--- config.mk ---
export PLATFORM = sky130hd
export DESIGN_NAME = message_fragmenter
export DESIGN_NICKNAME = d
export VERILOG_FILES = /design/src/mfrag_pkg.sv /design/src/mfrag_ctrl.sv /design/src/mfrag_emit.sv /design/src/message_fragmenter.sv
export VERILOG_INCLUDE_DIRS = /design/src /design/src/src
export SDC_FILE = /design/constraint.sdc
export NUM_CORES = 1
export LEC_CHECK = 0
export BUFFER_PORTS_ARGS = -buffer_cell sky130_fd_sc_hd__buf_4
export CORE_MARGIN = 10
export CORE_UTILIZATION = 46
export CTS_BUF_LIST = sky130_fd_sc_hd__clkbuf_8
export DETAILED_ROUTE_END_ITERATION = 16
export HOLD_SLACK_MARGIN = 0.02
export PLACE_DENSITY = 0.72
export SETUP_SLACK_MARGIN = 0.4
export SLEW_MARGIN = 20
export SYNTH_ARGS = -nofsm -noshare
export SYNTH_HDL_FRONTEND = slang
export SYNTH_SLANG_ARGS = --single-unit
--- constraint.sdc ---
create_clock -name i_clk -period 26 [get_ports i_clk]
set_input_delay 2.6 -clock i_clk [delete_from_list [all_inputs] [get_ports i_clk]]
set_output_delay 2.6 -clock i_clk [all_outputs]
set_load 0.01 [all_outputs]
--- src/assert_macros.svh ---
// assertion macros shared by the fragmenter rtl
`ifndef ASSERT_MACROS_SVH
`define ASSERT_MACROS_SVH

// same-cycle implication
`define MF_ASSERT_IMP(lbl, ante, cons, msg) \
    lbl: assert property (@(posedge i_clk) disable iff (!i_rst_n) (ante) |-> (cons)) \
        else $error(msg);

// delayed implication
`define MF_ASSERT_D2(lbl, ante, cons, msg) \
    lbl: assert property (@(posedge i_clk) disable iff (!i_rst_n) (ante) |-> ##2 (cons)) \
        else $error(msg);

`endif

--- src/mfrag_pkg.sv ---
// types and constants of the message fragmenter
`default_nettype none
package mfrag_pkg;

    localparam int BYTE_W           = 8;
    localparam int LEN_W            = 19;
    localparam int ID_IN_W          = 40;
    localparam int ID_IN_BYTES      = ID_IN_W / BYTE_W;
    localparam int BODY_W           = 11;
    localparam int MAX_FRAGS        = 255;
    localparam int S_TDATA_W        = 72;
    localparam int DEFAULT_BODY_MAX = 1462;
    localparam int DEFAULT_ID_BYTES = 5;

    typedef enum logic [1:0] {
        STAT_OK       = 2'd0,
        STAT_TOO_LONG = 2'd1,
        STAT_NO_MSG   = 2'd2
    } t_status;

    typedef struct packed {
        logic              lead_vld;
        logic [BYTE_W-1:0] lead_byte;
        logic              lead_flast;
        t_status           lead_status;
        logic              hdr_vld;
        logic [BYTE_W-1:0] hdr_index;
        logic [BYTE_W-1:0] hdr_count;
        logic [BODY_W-1:0] hdr_len;
    } t_job;

    typedef struct packed {
        logic ready;
        logic busy;
    } t_emit_stat;

endpackage
`default_nettype wire

--- src/mfrag_ctrl.sv ---
// message state and per-beat job build for the fragmenter
`default_nettype none
module mfrag_ctrl
    import mfrag_pkg::*;
#(
    parameter int BODY_MAX = DEFAULT_BODY_MAX,
    parameter int ID_BYTES = DEFAULT_ID_BYTES
) (
    input  wire logic                    i_clk,
    input  wire logic                    i_rst_n,
    input  wire logic                    i_acc,
    input  wire logic                    i_command,
    input  wire logic [LEN_W-1:0]        i_length,
    input  wire logic [ID_IN_W-1:0]      i_id,
    input  wire logic [BYTE_W-1:0]       i_data,
    output logic                         o_job_vld,
    output t_job                         o_job,
    output logic [ID_BYTES*BYTE_W-1:0]   o_id
);

    localparam int ID_W  = ID_BYTES * BYTE_W;
    localparam int SH    = LEN_W + $clog2(BODY_MAX);
    localparam int MUL_W = SH + 1;
    localparam int PRD_W = LEN_W + MUL_W;
    localparam logic [MUL_W-1:0] RECIP =
        MUL_W'(((64'd1 << SH) + 64'(BODY_MAX) - 64'd1) / 64'(BODY_MAX));
    localparam logic [LEN_W-1:0]  LEN_LIMIT = LEN_W'(MAX_FRAGS * BODY_MAX);
    localparam logic [BODY_W-1:0] BODY_LIM  = BODY_W'(BODY_MAX);

    logic              r_active,   n_active;
    logic [LEN_W-1:0]  r_total,    n_total;
    logic [BODY_W-1:0] r_body,     n_body;
    logic [BYTE_W-1:0] r_index,    n_index;
    logic [BYTE_W-1:0] r_count,    n_count;
    logic [ID_W-1:0]   r_id,       n_id;

    logic [ID_W-1:0]   w_id_in;
    logic [LEN_W-1:0]  w_len_m1;
    logic [PRD_W-1:0]  w_prod;
    logic [BYTE_W-1:0] w_cnt;
    logic [BODY_W-1:0] w_body_dec;
    logic [LEN_W-1:0]  w_total_dec;

    function automatic logic [BODY_W-1:0] min_body(input logic [LEN_W-1:0] left);
        min_body = (left < LEN_W'(BODY_MAX)) ? left[BODY_W-1:0] : BODY_LIM;
    endfunction

    for (genvar g = 0; g < ID_BYTES; g++) begin : g_id
        if (g < ID_IN_BYTES) begin : g_src
            assign w_id_in[g*BYTE_W +: BYTE_W] = i_id[g*BYTE_W +: BYTE_W];
        end else begin : g_zero
            assign w_id_in[g*BYTE_W +: BYTE_W] = '0;
        end
    end

    // fragment count by reciprocal multiply
    assign w_len_m1 = i_length - LEN_W'(1);
    assign w_prod   = PRD_W'(w_len_m1) * PRD_W'(RECIP);
    assign w_cnt    = w_prod[SH +: BYTE_W] + BYTE_W'(1);

    assign w_body_dec  = (r_body  != '0) ? r_body  - BODY_W'(1) : r_body;
    assign w_total_dec = (r_total != '0) ? r_total - LEN_W'(1)  : r_total;

    always_comb begin
        n_active  = r_active;
        n_total   = r_total;
        n_body    = r_body;
        n_index   = r_index;
        n_count   = r_count;
        n_id      = r_id;
        o_job_vld = 1'b0;
        o_job     = '0;
        if (i_acc) begin
            if (!i_command) begin
                n_active = 1'b0;
                if (i_length == '0) begin
                    o_job_vld = 1'b0;
                end else if (i_length > LEN_LIMIT) begin
                    o_job_vld          = 1'b1;
                    o_job.lead_vld     = 1'b1;
                    o_job.lead_status  = STAT_TOO_LONG;
                end else begin
                    n_active        = 1'b1;
                    n_id            = w_id_in;
                    n_total         = i_length;
                    n_index         = '0;
                    n_count         = w_cnt;
                    n_body          = min_body(i_length);
                    o_job_vld       = 1'b1;
                    o_job.hdr_vld   = 1'b1;
                    o_job.hdr_index = '0;
                    o_job.hdr_count = w_cnt;
                    o_job.hdr_len   = min_body(i_length);
                end
            end else if (!r_active) begin
                o_job_vld         = 1'b1;
                o_job.lead_vld    = 1'b1;
                o_job.lead_status = STAT_NO_MSG;
            end else begin
                n_body            = w_body_dec;
                n_total           = w_total_dec;
                o_job_vld         = 1'b1;
                o_job.lead_vld    = 1'b1;
                o_job.lead_byte   = i_data;
                o_job.lead_flast  = (w_body_dec == '0);
                o_job.lead_status = STAT_OK;
                if (w_body_dec == '0) begin
                    if (w_total_dec != '0) begin
                        n_index         = r_index + BYTE_W'(1);
                        n_body          = min_body(w_total_dec);
                        o_job.hdr_vld   = 1'b1;
                        o_job.hdr_index = r_index + BYTE_W'(1);
                        o_job.hdr_count = r_count;
                        o_job.hdr_len   = min_body(w_total_dec);
                    end else begin
                        n_active = 1'b0;
                    end
                end
            end
        end
    end

    assign o_id = n_id;

    always_ff @(posedge i_clk) begin
        if (!i_rst_n) begin
            r_active <= 1'b0;
            r_total  <= '0;
            r_body   <= '0;
            r_index  <= '0;
            r_count  <= '0;
            r_id     <= '0;
        end else begin
            r_active <= n_active;
            r_total  <= n_total;
            r_body   <= n_body;
            r_index  <= n_index;
            r_count  <= n_count;
            r_id     <= n_id;
        end
    end

endmodule
`default_nettype wire

--- src/mfrag_emit.sv ---
// job register, header serialiser and output register
`default_nettype none
module mfrag_emit
    import mfrag_pkg::*;
#(
    parameter int ID_BYTES = DEFAULT_ID_BYTES
) (
    input  wire logic                        i_clk,
    input  wire logic                        i_rst_n,
    input  wire logic                        i_job_vld,
    input  wire t_job                        i_job,
    input  wire logic [ID_BYTES*BYTE_W-1:0]  i_id,
    output t_emit_stat                       o_stat,
    output logic                             o_vld,
    input  wire logic                        i_rdy,
    output logic [BYTE_W-1:0]                o_byte,
    output logic                             o_flast,
    output logic                             o_run_last,
    output t_status                          o_status
);

    localparam int ID_W    = ID_BYTES * BYTE_W;
    localparam int HDR_LEN = ID_BYTES + 5;
    localparam int POS_W   = $clog2(HDR_LEN);
    localparam logic [POS_W-1:0] POS_LAST = POS_W'(HDR_LEN - 1);

    t_job              r_job;
    logic [ID_W-1:0]   r_id;
    logic              r_job_vld;
    logic              r_lead_pend;
    logic [POS_W-1:0]  r_pos;

    logic              r_o_vld;
    logic [BYTE_W-1:0] r_byte;
    logic              r_flast;
    logic              r_run_last;
    t_status           r_status;

    logic [BYTE_W-1:0] w_hdr [HDR_LEN];
    logic [BYTE_W-1:0] w_sum;
    logic              w_out_load;
    logic              w_go;
    logic              w_last;
    logic              w_take;
    logic [BYTE_W-1:0] w_byte;
    logic              w_flast;
    t_status           w_status;

    always_comb begin
        w_sum = r_job.hdr_index ^ r_job.hdr_count ^ r_job.hdr_len[BYTE_W-1:0]
              ^ BYTE_W'(r_job.hdr_len[BODY_W-1:BYTE_W]);
        for (int i = 0; i < ID_BYTES; i++) begin
            w_hdr[i] = r_id[i*BYTE_W +: BYTE_W];
            w_sum    = w_sum ^ r_id[i*BYTE_W +: BYTE_W];
        end
        w_hdr[ID_BYTES]     = r_job.hdr_index;
        w_hdr[ID_BYTES + 1] = r_job.hdr_count;
        w_hdr[ID_BYTES + 2] = r_job.hdr_len[BYTE_W-1:0];
        w_hdr[ID_BYTES + 3] = BYTE_W'(r_job.hdr_len[BODY_W-1:BYTE_W]);
        w_hdr[ID_BYTES + 4] = w_sum;
    end

    assign w_out_load = !r_o_vld || i_rdy;
    assign w_go       = r_job_vld && w_out_load;
    assign w_last     = r_lead_pend ? !r_job.hdr_vld : (r_pos == POS_LAST);
    assign w_take     = !r_job_vld || (w_go && w_last);

    assign w_byte   = r_lead_pend ? r_job.lead_byte   : w_hdr[r_pos];
    assign w_flast  = r_lead_pend ? r_job.lead_flast  : 1'b0;
    assign w_status = r_lead_pend ? r_job.lead_status : STAT_OK;

    assign o_stat.ready = w_take;
    assign o_stat.busy  = r_job_vld;

    always_ff @(posedge i_clk) begin
        if (!i_rst_n) begin
            r_job_vld   <= 1'b0;
            r_lead_pend <= 1'b0;
            r_pos       <= '0;
            r_o_vld     <= 1'b0;
        end else begin
            if (w_take && i_job_vld) begin
                r_job_vld   <= 1'b1;
                r_lead_pend <= i_job.lead_vld;
                r_pos       <= '0;
            end else if (w_go && w_last) begin
                r_job_vld <= 1'b0;
            end else if (w_go) begin
                if (r_lead_pend) begin
                    r_lead_pend <= 1'b0;
                end else begin
                    r_pos <= r_pos + POS_W'(1);
                end
            end
            if (w_out_load) begin
                r_o_vld <= w_go;
            end
        end
        if (w_take && i_job_vld) begin
            r_job <= i_job;
            r_id  <= i_id;
        end
        if (w_go) begin
            r_byte     <= w_byte;
            r_flast    <= w_flast;
            r_run_last <= w_last;
            r_status   <= w_status;
        end
    end

    assign o_vld      = r_o_vld;
    assign o_byte     = r_byte;
    assign o_flast    = r_flast;
    assign o_run_last = r_run_last;
    assign o_status   = r_status;

endmodule
`default_nettype wire

--- src/message_fragmenter.sv ---
// top level of the message fragmenter
//
// channel  dir  tdata                                   tuser                 tlast
// s        in   msg_length[18:0] msg_id[58:19]          command               -
//               data_byte[66:59] zero[71:67]
// m        out  out_byte[7:0]                           run_last[0]           fragment_last
//                                                       status[2:1]
//
// one item per cycle unless extra beats are pending or the output stalls; a start gives
// ID_BYTES+5 header beats, a data beat closing a non-final fragment its byte and the header
// an item's first output beat passes through the job register, then the output register
// synchronous active-low reset clears message state and both valid flags
// downstream stalls hold the output register and back up through the job register
`default_nettype none
`include "assert_macros.svh"
module message_fragmenter
    import mfrag_pkg::*;
#(
    parameter int BODY_MAX = DEFAULT_BODY_MAX,
    parameter int ID_BYTES = DEFAULT_ID_BYTES
) (
    input  wire logic                 i_clk,
    input  wire logic                 i_rst_n,
    input  wire logic                 i_s_tvalid,
    output logic                      o_s_tready,
    input  wire logic [S_TDATA_W-1:0] i_s_tdata,  // msg_length, msg_id, data_byte, zero pad
    input  wire logic                 i_s_tuser,  // command
    output logic                      o_m_tvalid,
    input  wire logic                 i_m_tready,
    output logic [BYTE_W-1:0]         o_m_tdata,  // out_byte
    output logic                      o_m_tlast,
    output logic [2:0]                o_m_tuser   // run_last, status
);

    localparam int ID_LO   = LEN_W;
    localparam int DATA_LO = LEN_W + ID_IN_W;

    t_emit_stat                 w_stat;
    logic                       w_acc;
    logic                       w_job_vld;
    t_job                       w_job;
    logic [ID_BYTES*BYTE_W-1:0] w_id;
    logic                       w_run_last;
    t_status                    w_status;

    assign w_acc      = i_s_tvalid && w_stat.ready;
    assign o_s_tready = w_stat.ready;

    mfrag_ctrl #(
        .BODY_MAX (BODY_MAX),
        .ID_BYTES (ID_BYTES)
    ) u_ctrl (
        .i_clk     (i_clk),
        .i_rst_n   (i_rst_n),
        .i_acc     (w_acc),
        .i_command (i_s_tuser),
        .i_length  (i_s_tdata[LEN_W-1:0]),
        .i_id      (i_s_tdata[ID_LO +: ID_IN_W]),
        .i_data    (i_s_tdata[DATA_LO +: BYTE_W]),
        .o_job_vld (w_job_vld),
        .o_job     (w_job),
        .o_id      (w_id)
    );

    mfrag_emit #(
        .ID_BYTES (ID_BYTES)
    ) u_emit (
        .i_clk      (i_clk),
        .i_rst_n    (i_rst_n),
        .i_job_vld  (w_job_vld),
        .i_job      (w_job),
        .i_id       (w_id),
        .o_stat     (w_stat),
        .o_vld      (o_m_tvalid),
        .i_rdy      (i_m_tready),
        .o_byte     (o_m_tdata),
        .o_flast    (o_m_tlast),
        .o_run_last (w_run_last),
        .o_status   (w_status)
    );

    assign o_m_tuser = {w_status, w_run_last};

    `MF_ASSERT_IMP(a_err_beat, o_m_tvalid && (w_status != STAT_OK), w_run_last && !o_m_tlast && (o_m_tdata == '0), "error beat malformed")
    `MF_ASSERT_IMP(a_stat_code, o_m_tvalid, (w_status == STAT_OK) || (w_status == STAT_TOO_LONG) || (w_status == STAT_NO_MSG), "bad status code")
    `MF_ASSERT_IMP(a_full_stall, o_m_tvalid && !i_m_tready && w_stat.busy, !o_s_tready, "item taken while pipeline full")
    `MF_ASSERT_D2(a_data_out, w_acc && i_s_tuser && !w_stat.busy && !o_m_tvalid, o_m_tvalid, "data beat gave no output")

endmodule
`default_nettype wire
== After elaboration in Yosys (flattened, before gate mapping) ==
Cells that the tools add are included.

* Add/subtract/negate cells: 6
* $lt $le $gt $ge: 4
* Mux-type cells: 57
* Reduce and logical (&&, ||, !) cells: 23
* Equal/unequal tests: 7
* Multiply operators: 1
* Bitwise gates (word level): 15

{| class="wikitable"
|+ Operator list
! operator !! count
|-
| 2-to-1 mux 40 bit || 5
|-
| 2-to-1 mux 28 bit || 4
|-
| 2-to-1 mux 11 bit || 9
|-
| 2-to-1 mux 19 bit || 5
|-
| 2-to-1 mux 8 bit || 9
|-
| 2-to-1 mux 30 bit || 2
|-
| XOR 8 bit || 7
|-
| less-than comparator 19 x 11 -> 1 bit (second input constant) || 2
|-
| nonzero test 19 bit || 2
|-
| subtractor 19 x 1 -> 19 bit (second input constant) || 2
|-
| multiplier 19 x 19 -> 37 bit (second input constant) || 1
|-
| binary-select mux 8 bit (select 4 bit) || 1
|-
| greater-than comparator 19 bit (second input constant) || 1
|-
| logical NOT 19 bit || 1
|-
| 2-to-1 mux 1 bit || 19
|-
| 2-to-1 mux 9 bit || 2
|-
| adder 8 x 1 -> 8 bit (second input constant) || 2
|-
| logical NOT 11 bit || 1
|-
| nonzero test 11 bit || 1
|-
| subtractor 11 x 1 -> 11 bit (second input constant) || 1
|-
| AND reduction 4 bit || 2
|-
| XOR 8 x 3 -> 8 bit || 1
|-
| != test 2 x 1 -> 1 bit (second input constant) || 3
|-
| != test 2 bit (second input constant) || 3
|-
| other kinds (14) || 27
|}

* Bits of input ports: 77
* Logic and storage cells: 135
* Output and inout bits: 14
* Register bits after elaboration: 185

== Longest topological paths before layout ==
* Word-level depth: 12
* Depth in mapped cells: 31
* Mapped depth without buffers: 30

== Modules after synthesis ==
Synthesis repeated with hierarchy kept, for this count alone.

* Cell total of the unflattened synthesis: 1794
* Area total of the unflattened synthesis: 16634.7 µm²

{| class="wikitable"
|+ Modules (own cells, without submodules)
! module !! area an instance (µm²) !! sequential area each (µm²) !! cells an instance !! instances
|-
| mfrag_ctrl || 12236.7 || 1741.7 || 1519 || 1
|-
| mfrag_emit || 4384.2 || 2872.8 || 273 || 1
|-
| message_fragmenter || 13.8 || 0.0 || 2 || 1
|}

== Worst setup path before layout ==
OpenSTA, ideal clock, no wires.

* Kind: input port to flip-flop
* From: input port i_s_tdata[4]
* To: register u_emit.r_job[18] (netlist bit) (data pin)
* Data required time: 25734 ps
* Path slack: 15280 ps
* Library setup time: 266 ps
* Stages on the path: 28
* Buffers on the path: 1
* Arrival time: 10454 ps
* Path through: clkbuf_1 or4_1 nor3_1 nand3_1 or3_1 xnor2_1 fa_1 ha_1 inv_1 fa_1 inv_1 fa_1 fa_1 inv_1 fa_1 inv_1 ha_1 nand4_1 nor4_1 nand2_1 o211ai_1 a221oi_1 xnor2_1 nand4_1 or4_1 a221o_1 xnor2_1 o21ai_1

* Word-level cells in the longest chain between the ends: 6
* Elaborated cells between the ends (all ways): 8
* Those cells by class: add/sub (2); mul (1); order compare (1); mux (3); reduce/logical (1)

{| class="wikitable"
|+ RTL lines
! element !! line !! text
|-
| start, declared || message_fragmenter.sv:26 || <nowiki>input wire logic [S_TDATA_W-1:0] i_s_tdata,</nowiki>
|-
| subtractor 19 x 1 -> 19 bit || mfrag_ctrl.sv:57 || <nowiki>assign w_len_m1 = i_length - LEN_W'(1);</nowiki>
|-
| multiplier 19 x 19 -> 37 bit || mfrag_ctrl.sv:58 || <nowiki>assign w_prod = PRD_W'(w_len_m1) * PRD_W'(RECIP);</nowiki>
|-
| adder 8 x 1 -> 8 bit || mfrag_ctrl.sv:59 || <nowiki>assign w_cnt = w_prod[SH +: BYTE_W] + BYTE_W'(1);</nowiki>
|-
| 2-to-1 mux 28 bit || mfrag_ctrl.sv:78 || <nowiki>end else if (i_length > LEN_LIMIT) begin</nowiki>
|-
| 2-to-1 mux 30 bit (*) || mfrag_ctrl.sv:76 || <nowiki>if (i_length == '0) begin</nowiki>
|-
| 2-to-1 mux 30 bit (*) || mfrag_ctrl.sv:74 || <nowiki>if (!i_command) begin</nowiki>
|-
| end signal, assigned || mfrag_emit.sv:100 || <nowiki>r_job <= i_job;</nowiki>
|-
| end, declared || mfrag_emit.sv:27 || <nowiki>t_job r_job;</nowiki>
|}

Mark *: on every way between the ends. The rest lies on a longest branch, timed or not.
A chain may end at the register's enable or synchronous reset.

== Worst setup path in the final report ==
* From: input port i_s_tdata[5]
* To: register u_emit.r_job[18] (netlist bit) (data pin)

The elaborated chain is that of the path after synthesis.

==> summary.md <==
| Metric | Value |
|---|---|
| Status | `finished, final reports clean` |
| Chip width | `just over 200 µm` |
| Worst vdd ir | `0.000213 V` |
| Initial Utilization | `0.468` |
| # resized after CTS | `0` |
| Slew Limit Fails | `0` |
| RR Endpoint | `u_ctrl.r_index[2]` |
| Post-layout net count | `2167` |
| Number of top-level pins | `91` |
| First-pass GRT wire length | `64500 µm` |
| Synth cell types | `83` |
| Cell Area, Synth | `approximately 0.016 mm²` |
| Overall Global Routing Usage | `0.180` |
| Fillers | `roughly 3200` |
| Multi-input logic area | `0.0103 mm²` |
| Post-synthesis simple-gate area fraction | `0.141` |
| Post-CTS Setup Inserts | `0` |
| Synth area leaders | `edfxtp_1 17%, ha_1 14%, fa_1 14%` |
| Register area | `0.00461 mm²` |
| Worst EP arrival | `11700 ps` |
| Via-per-instance ratio | `5.51` |
| Initial DRC count | `870` |
| Initial antenna violation count | `0` |
| Area growth syn-to-layout | `9.25%` |
| CP endpoint kind | `register` |
| R2R depth | `13` |
| Leak pwr | `8.01 nW` |
| Wire per inst | `17.4 µm` |
| Drt pass-1 iters | `5` |
| Slew at the pin with the worst max-slew slack | `1050 ps` |
| Reg clk slew, reported paths | `90 ps` |
| Die ar. | `0.0431 mm²` |
| Cells after synthesis | `approximately 1700` |
| Crit-path slowest cell | `xor2_1` |
| H-Tree Level Count | `4` |
| Relative slew slack | `0.299` |
| TritonCTS Buffers | `17` |
| Final period utilization | `0.442` |
| Die height | `208 µm` |
| Mean post-synth cell area | `9.30 µm²` |
| CP max FO | `7` |
| Post-synthesis sequential area ratio | `0.285` |
| Synth area leader | `edfxtp_1` |
| Via count | `roughly 12000` |
| Yosys top cell area share | `0.169` |
| Core area | `0.0346 mm²` |
| Place WS | `14110 ps` |
| Share of flip-flops with an asynchronous set or reset | `0` |
| Syn Nets | `between 2000 and 2500` |
| RSZ-0062 raised after global routing | `no` |
| Number of global-route vias before repair | `12581` |
| Critical Path RT | `26210 ps` |
| Fraction of layout cells with a size suffix above 1 | `0.105` |
| MaxCap Viol Count | `0` |
| Main flop type after synthesis | `dfxtp_1` |
| DRT antenna net count | `0` |
| Most frequent cell after synthesis | `inv_1` |
| Kind of critical path | `in2reg` |
| Fmax | `87.0 MHz` |
| Critical Path Start Type | `primary input` |
| Clk_lat worst skew | `roughly 480 ps` |
| Diodes inserted | `0` |
| Clock skew | `17.1 ps` |
| Largest net degree at the start of global routing | `81` |
| EDFF count, synth | `between 90 and 100` |
| CP max stage delay | `650 ps` |
| Cell Rows | `68` |
| DP HPWL | `roughly 31000 µm` |
| Largest family of logic cells by synthesized area | `adder cells` |
| Detailed Route WL | `39500 µm` |
| Final Setup Violations | `0` |
| Clk sinks | `around 190` |
| Synth Area in Adders | `0.276` |
| Synth Area in Compound Gates | `0.117` |
| Hold Fails Final Rpt | `0` |
| CTS tree | `yes` |
| GPL Wtd Cong | `0.941` |
| CTS Hold Bufs | `0` |
| # DRC | `0` |
| Port Buffer Count | `85` |
| PwrDens | `101 mW/mm²` |
| Post-synthesis xor/xnor area fraction | `0.0670` |
| Max Buffers Root-to-Sink | `2` |
| Root buffer cell | `clkbuf_8` |
| #FFs+latches synth | `185` |
| Overflow after GRT | `0` |
| Reg2Reg Setup Slack | `21740 ps` |
| Min cycle time layout | `around 11000 ps` |
| Crit path to | `u_emit.r_job[18]` |
| Setup ws final | `14510 ps` |
| Mux contribution to synthesized area | `0.0350` |
| Commonest cells post-synth | `266 x inv_1, 207 x nand2_1, 182 x ha_1` |
| Setup crit start | `i_s_tdata[5]` |
| Yosys warning count | `0` |
| HP Class | `reg2reg` |
| RR Startpoint | `u_ctrl.r_body[0]` |
| Post-Route Setup TNS | `0 ps` |
## flip-flops by register name, indices dropped and copies added, names as in the netlist
register / cells
u_emit.r_job_vld: 1
u_ctrl.r_total: 19
u_ctrl.r_index: 8
u_emit.o_byte: 8
u_emit.r_job: 39
u_ctrl.r_active: 1
u_emit.o_run_last: 1
u_ctrl.r_body: 11
u_emit.o_vld: 1
u_emit.o_flast: 1
u_emit.r_lead_pend: 1
u_emit.o_status: 2
u_emit.r_id: 40
u_ctrl.r_count: 8
u_emit.r_pos: 4
u_ctrl.r_id: 40
## through the flow
stage               utilization  instance area [µm²]  hold WS, ps  power, mW  instances
floorplan                     -                16200          437       1.25       1743
global placement          0.499                17300          442       1.56       2234
detailed placement        0.499                17300          447       1.57       2234
CTS                       0.511                17700          459       1.80       2266
global route              0.511                17700          484       1.98       2266
finish                    0.511                17700          463       1.79       2266
## area by class of cell
cell class                 count  area share
timing repair buffer         100      0.0424
inverter                     267      0.0566
multi-input combinational   1227       0.584
tap                          455      0.0322
sequential                   185       0.261
clock buffer                  18      0.0140
clock inverter                14      0.0107
## cell usage in the layout, fill, tap and decap left out, types with 81 or more instances in the layout
cell type | Yosys | routed
xnor2_1 | 82 | 81
dfxtp_1 | 94 | 94
ha_1 | 182 | 182
buf_4 | 2 | 100
fa_1 | 110 | 110
inv_1 | 266 | 265
edfxtp_1 | 91 | 91
nand2_1 | 207 | 207
nor2_1 | 94 | 93
a21oi_1 | 117 | 117
## routing by layer
layer / global-route usage / part of all wire / up-vias
met5: 0 / 0 / -
met4: 0.0496 / 0.024 / 0
met3: 0.0292 / 0.057 / 67
met2: 0.312 / 0.49 / 390
met1: 0.227 / 0.42 / 6028
li1: - / - / 5995
## worst max-delay path, delay by kind of cell
family | cells | cell delay (ps)
and+or+nand+nor | 10 | 3520
AOI/OAI and AO/OA | 4 | 800
xor gates and xnor gates | 4 | 1290
buffers and inverters | 5 | 370
adders and majority gates | 7 | 3110
## worst min-delay path by stage
stage,from,endpoint,depth (start not counted)
floorplan,u_ctrl.r_count[1],u_ctrl.r_count[1],2
global placement,u_ctrl.r_count[1],u_ctrl.r_count[1],2
detailed placement,u_ctrl.r_count[6],u_ctrl.r_count[6],2
CTS,u_ctrl.r_count[6],u_ctrl.r_count[6],2
global route,u_ctrl.r_id[16],u_ctrl.r_id[16],2
finish,u_ctrl.r_count[2],u_ctrl.r_count[2],2
## report_power, final
group / switching [mW] / internal, mW
sequential: 0.0177 / 0.335
clock: 0.111 / 0.100
combinational: 0.745 / 0.482
## cell families (layout without fill, tap and decap cells)
group / Yosys count / in the layout
XOR/XNOR: 124 / 124
adder cells (fa/ha/maj): 292 / 292
AND/OR/NAND/NOR: 473 / 473
flip-flops: 185 / 185
AO/OA/AOI/OAI: 302 / 302
buffers and inverters: 331 / 399
multiplexers: 36 / 36
(Power assumes the default switching activity.)
